### src/hdl/art_pkg.sv
`timescale 1ns / 1ps
// types and constants of the address range table
// no dependencies
package art_pkg;
    localparam int unsigned ADDR_W = 64;
    localparam int unsigned LEN_W  = 32;
    localparam int unsigned TAG_W  = 16;

    typedef enum logic [1:0] {
        CMD_ADD    = 2'd0,
        CMD_REMOVE = 2'd1,
        CMD_FIND   = 2'd2,
        CMD_RSVD   = 2'd3
    } t_cmd;

    typedef enum logic [2:0] {
        ST_INSERTED = 3'd0,
        ST_HIT      = 3'd1,
        ST_MISS     = 3'd2,
        ST_FULL     = 3'd3,
        ST_EVICTED  = 3'd4
    } t_status;

    typedef enum logic [1:0] {
        BK_IDLE,
        BK_EVICT,
        BK_FINAL
    } t_bk_state;

    typedef struct packed {
        logic [1:0]        cmd;
        logic [ADDR_W-1:0] range_start;
        logic [LEN_W-1:0]  range_length;
        logic [TAG_W-1:0]  section_tag;
        logic [ADDR_W-1:0] lookup_addr;
    } t_cmd_item;

    typedef struct packed {
        logic [2:0]       status;
        logic [TAG_W-1:0] found_tag;
        logic             last;
    } t_result;
endpackage

### src/hdl/art_front.sv
`timescale 1ns / 1ps
// front: accepts commands and holds them in a two-entry queue
// depends on art_pkg
module art_front (
    input  logic                  i_clk,
    input  logic                  i_rst_n,
    input  logic                  i_valid,
    output logic                  o_ready,
    input  art_pkg::t_cmd_item    i_item,
    output logic                  o_valid,
    input  logic                  i_ready,
    output art_pkg::t_cmd_item    o_item
);
    art_pkg::t_cmd_item r_q [2];
    logic r_wr, r_rd;
    logic [1:0] r_cnt;
    logic push, pop;

    assign o_ready = (r_cnt != 2'd2);
    assign push    = i_valid && o_ready;
    assign o_valid = (r_cnt != 2'd0);
    assign pop     = o_valid && i_ready;
    assign o_item  = r_q[r_rd];

    always_ff @(posedge i_clk) begin
        if (push) begin
            r_q[r_wr] <= i_item;
        end
        if (!i_rst_n) begin
            r_wr  <= 1'b0;
            r_rd  <= 1'b0;
            r_cnt <= 2'd0;
        end else begin
            if (push) r_wr <= ~r_wr;
            if (pop) r_rd <= ~r_rd;
            r_cnt <= r_cnt + {1'b0, push} - {1'b0, pop};
        end
    end
endmodule

### config.mk
export PLATFORM = sky130hd
export DESIGN_NAME = art_front
export DESIGN_NICKNAME = d
export VERILOG_FILES = /design/src/hdl/art_pkg.sv /design/src/hdl/art_front.sv
export SDC_FILE = /design/constraint.sdc
export NUM_CORES = 1
export LEC_CHECK = 0
export BUFFER_PORTS_ARGS = -buffer_cell sky130_fd_sc_hd__buf_2
export CORE_MARGIN = 5
export CORE_UTILIZATION = 55
export DETAILED_ROUTE_END_ITERATION = 8
export PLACE_DENSITY = 0.86
export SYNTH_ARGS = -nofsm -noshare
export SYNTH_HDL_FRONTEND = slang
export SYNTH_SLANG_ARGS = --single-unit
### constraint.sdc
create_clock -name i_clk -period 16.85 [get_ports i_clk]
set_input_delay 3.37 -clock i_clk [delete_from_list [all_inputs] [get_ports i_clk]]
set_output_delay 3.37 -clock i_clk [all_outputs]
set_load 0.01 [all_outputs]
[Word-level counts from Yosys, hierarchy flattened]
Memory sizes are Yosys's and may differ from the RTL's. A register that Yosys moved wholly into a read port is not among the register bits.
Index checks and enable logic that the tools add are counted.
Word-level totals
  register bits after elaboration: 4
  bits in writable memories: 356
  logic and storage cells: 16
  memories kept: 1
Cells by class
  $add $sub $neg: 2
  equality and inequality tests: 1
  muxes and demuxes: 4
  bitwise logic cells: 2
  reduce and logical (&&, ||, !) cells: 3
Memory list
  r_q: words 2, width 178, read ports 1, clocked after Yosys merged registers in 1, wr ports 1, line art_front.sv:14  | art_pkg::t_cmd_item r_q [2];
Operator list (number)
  1-bit two-way mux: 4
  2-bit by 1-bit adder with 2-bit output: 1
  1-bit logical AND: 2
  2-bit inequality test, second input constant: 1
  1-bit NOT: 2
  2-bit nonzero test: 1
  2-bit by 1-bit subtractor with 2-bit output: 1

[Depth between registers and ports, before layout]
  depth in word-level cells: 4
  gate-level depth with buffers: 8

[Worst setup path before layout]
OpenSTA, ideal clock, no wires.
  kind: input port to flip-flop
  start: input port i_valid
  end: memory r_q[0][0] (netlist bit), enable pin
  library setup time: 719 ps
  arrival: 10849 ps
  slack: 5283 ps
  cell stages on the path: 2
  path buffers: 0
  path through: nand2_1 nor2_1
Between the ends
  longest elaborated chain between the ends: 3
RTL lines
  from (decl): line art_front.sv:7  | input logic i_valid,
  1-bit logical AND: line art_front.sv:20  | assign push = i_valid && o_ready;
  1-bit two-way mux: line art_front.sv:26  | if (push) begin
  1-bit two-way mux (implied by the code): line art_front.sv:27  | r_q[r_wr] <= i_item;
  to (decl): line art_front.sv:14
Every way passes these cells.

==> results.sh <==
export IMPL_track_usage=0.189
export IMPL_synth_top_area_frac=0.792
export IMPL_finClkSkew_ps=10.7
export IMPL_period_minus_slack_ps=7250
export IMPL_power_mw=2.53
export IMPL_place_ws_ps=10120
export IMPL_dieArea_um2=27800
export IMPL_relSlewSlack=0.189
export IMPL_via_per_inst=5.18
export IMPL_fillers=1543
export IMPL_async_flop_share=0
export IMPL_hold_path_depth=2
export IMPL_drc_errors=0
export IMPL_final_layout_size_suffix_gt1_frac=0.607
export IMPL_period_share=0.430
export IMPL_placementRows=57
export IMPL_synth_compound_area_share=0.000556
export IMPL_gp_congestion=0.780
export IMPL_antenna_found_initial=8
export IMPL_syn_instance_count=578
export IMPL_core_area_um2=24200
export IMPL_synth_xor_area_share=0.00195
export IMPL_yosysTopAreaCell="edfxtp_1"
export IMPL_wl_per_cell_um=20.8
export IMPL_synth_top_cells_by_count="edfxtp_1, mux2_4, mux2_2"
export IMPL_grt_max_degree=89
export IMPL_syn_num_nets=762
export IMPL_maxCapViolations=0
export IMPL_p_per_area_nw_per_um2=151
export IMPL_cts_sinks=361
export IMPL_cts_tree="built"
export IMPL_ant_nets=0
export IMPL_first_pass_iters=4
export IMPL_syn_cell_area_um2=13500
export IMPL_tightest_slew_ps=1220
export IMPL_setup_viol=0
export IMPL_clockBufferDepth=3
export IMPL_first_global_vias=7293
export IMPL_start_util=0.557
export IMPL_postCtsSetupBuffers=0
export IMPL_status="finished clean"
export IMPL_root_buffer="clkbuf_16"
export IMPL_netlist_cell_type_count=18
export IMPL_synth_mux_area_fraction=0.177
export IMPL_cts_repair_resized=0
export IMPL_r2r_cells=5
export IMPL_cp_arrival_ps=3880
export IMPL_yosysMostFrequentCell="edfxtp_1"
export IMPL_synth_edf_count=356
export IMPL_ys_warn_count=0
export IMPL_power_leakage_nw=6.45
export IMPL_synth_fa_ha_area_frac=0.00185
export IMPL_worstHoldPathType="reg -> reg"
export IMPL_setup_slack_ps=9600
export IMPL_critical_path_required_ps=13480
export IMPL_drt_total_wl_um=27500
export IMPL_overflow=0
export IMPL_endpoint_kind="output port"
export IMPL_ys_flop_type="edfxtp_1"
export IMPL_ys_seq_elements=361
export IMPL_synth_top_family_by_area="multiplexers"
export IMPL_peakVddDrop_mv=0.0968
export IMPL_tns_ps=0
export IMPL_start_kind="flop"
export IMPL_dieHeight_um=167
export IMPL_grt_pass1_wl_um=40700
export IMPL_ys_top_cells_by_area="edfxtp_1, mux2_4, mux2_2"
export IMPL_dieWidth_um=167
export IMPL_final_nets=1149
export IMPL_hold_buffers=0
export IMPL_seq_area_frac_synth=0.799
export IMPL_path_max_fanout=72
export IMPL_worstSetupPathType="reg -> out"
export IMPL_drtIter0Drc=524
export IMPL_htreeDepth=2
export IMPL_vias=6845
export IMPL_fmax_ghz=0.138
export IMPL_syn_area_per_cell_um2=23.4
export IMPL_clock_latency_ps=500
export IMPL_syn_to_final_growth_pct=24.0
export IMPL_slew_violations=0
export IMPL_io_pins=362
export IMPL_cts_buffers=37
export IMPL_synthSimpleGateAreaFrac=0.00454
export IMPL_rsz0062_at_grt="false"
export IMPL_cts_reportedPaths_clkPinSlew_ps=60
export IMPL_final_hold_violation_count=0
export IMPL_place_hpwl_um=19100
export IMPL_io_buffers=361
==> stage by stage <==
stage,cells,utilization,area [um2],hold WS [ps]
global placement,1250,0.643,15600,501
detailed placement,1250,0.643,15600,525
CTS,1316,0.690,16700,533
global route,1320,0.690,16700,582
floorplan,578,-,13500,455
finish,1321,0.690,16700,530
==> final timing paths <==
check                               from           to  slack, ps
worst max-delay path                flop   o_item[88]       9600
worst max register to register  r_cnt[0]  r_q[0][140]      13470
worst min register to register      r_wr         r_wr        530
worst min-delay path                r_wr         r_wr        530
==> critical path, cell delays in order (launching register included) <==
cell	delay (ps)
dfxtp_4	1070
buf_4	750
buf_4	880
mux2_4	370
buf_2	140
==> area by class of cell <==
type                    instances  area (um2)  share of cell area
inverters                       1        3.75            0.000224
flip-flops and latches        361       10800               0.645
repair buffers                368        1860               0.111
clock inverters                19         134             0.00800
diodes                          5        12.5            0.000747
multi-input cells             196        2530               0.151
well taps                     324         405              0.0242
clock buffers                  47        1010              0.0601
==> state kept, by name, summed over array words and instances (netlist names), named ones only <==
name   cells
r_rd       1
r_q      356
r_wr       1
r_cnt      2
==> power by group <==
part | switching (mW) | leakage, nW | internal, mW
sequential | 0.0543 | 3.37 | 1.13
clock | 0.313 | 0.564 | 0.441
combinational | 0.296 | 2.52 | 0.295
==> routing by layer <==
| layer | GRT usage | wire, um |
|---|---|---|
| met1 | 0.208 | 9660 |
| met2 | 0.335 | 14400 |
| met3 | 0.0642 | 2460 |
| met4 | 0.0779 | 964 |
| met5 | 0 | 42 |
==> placed cells by master, fill, tap and decap left out, types with 2 or more instances in the layout <==
master / Yosys / final
nand2_1: 2 / 2
inv_6: 0 / 2
nand2b_1: 2 / 2
clkinv_2: 0 / 7
nor2b_1: 2 / 2
buf_4: 0 / 7
ha_1: 2 / 2
diode_2: 0 / 5
mux2_4: 101 / 101
xnor2_1: 3 / 3
buf_2: 5 / 361
clkbuf_16: 0 / 39
edfxtp_1: 356 / 356
mux2_2: 77 / 77
clkinv_4: 0 / 2
clkbuf_1: 0 / 8
clkinv_1: 0 / 6
dfxtp_1: 5 / 4
and2_1: 2 / 2
==> cell families after synthesis <==
group,count (synthesis)
simple gates,11
compound gates,1
fa+ha+maj,2
buf+inv,21
xor+xnor,3
mux,179
flops,361
Note: power is estimated with default switching activity, not from simulation.
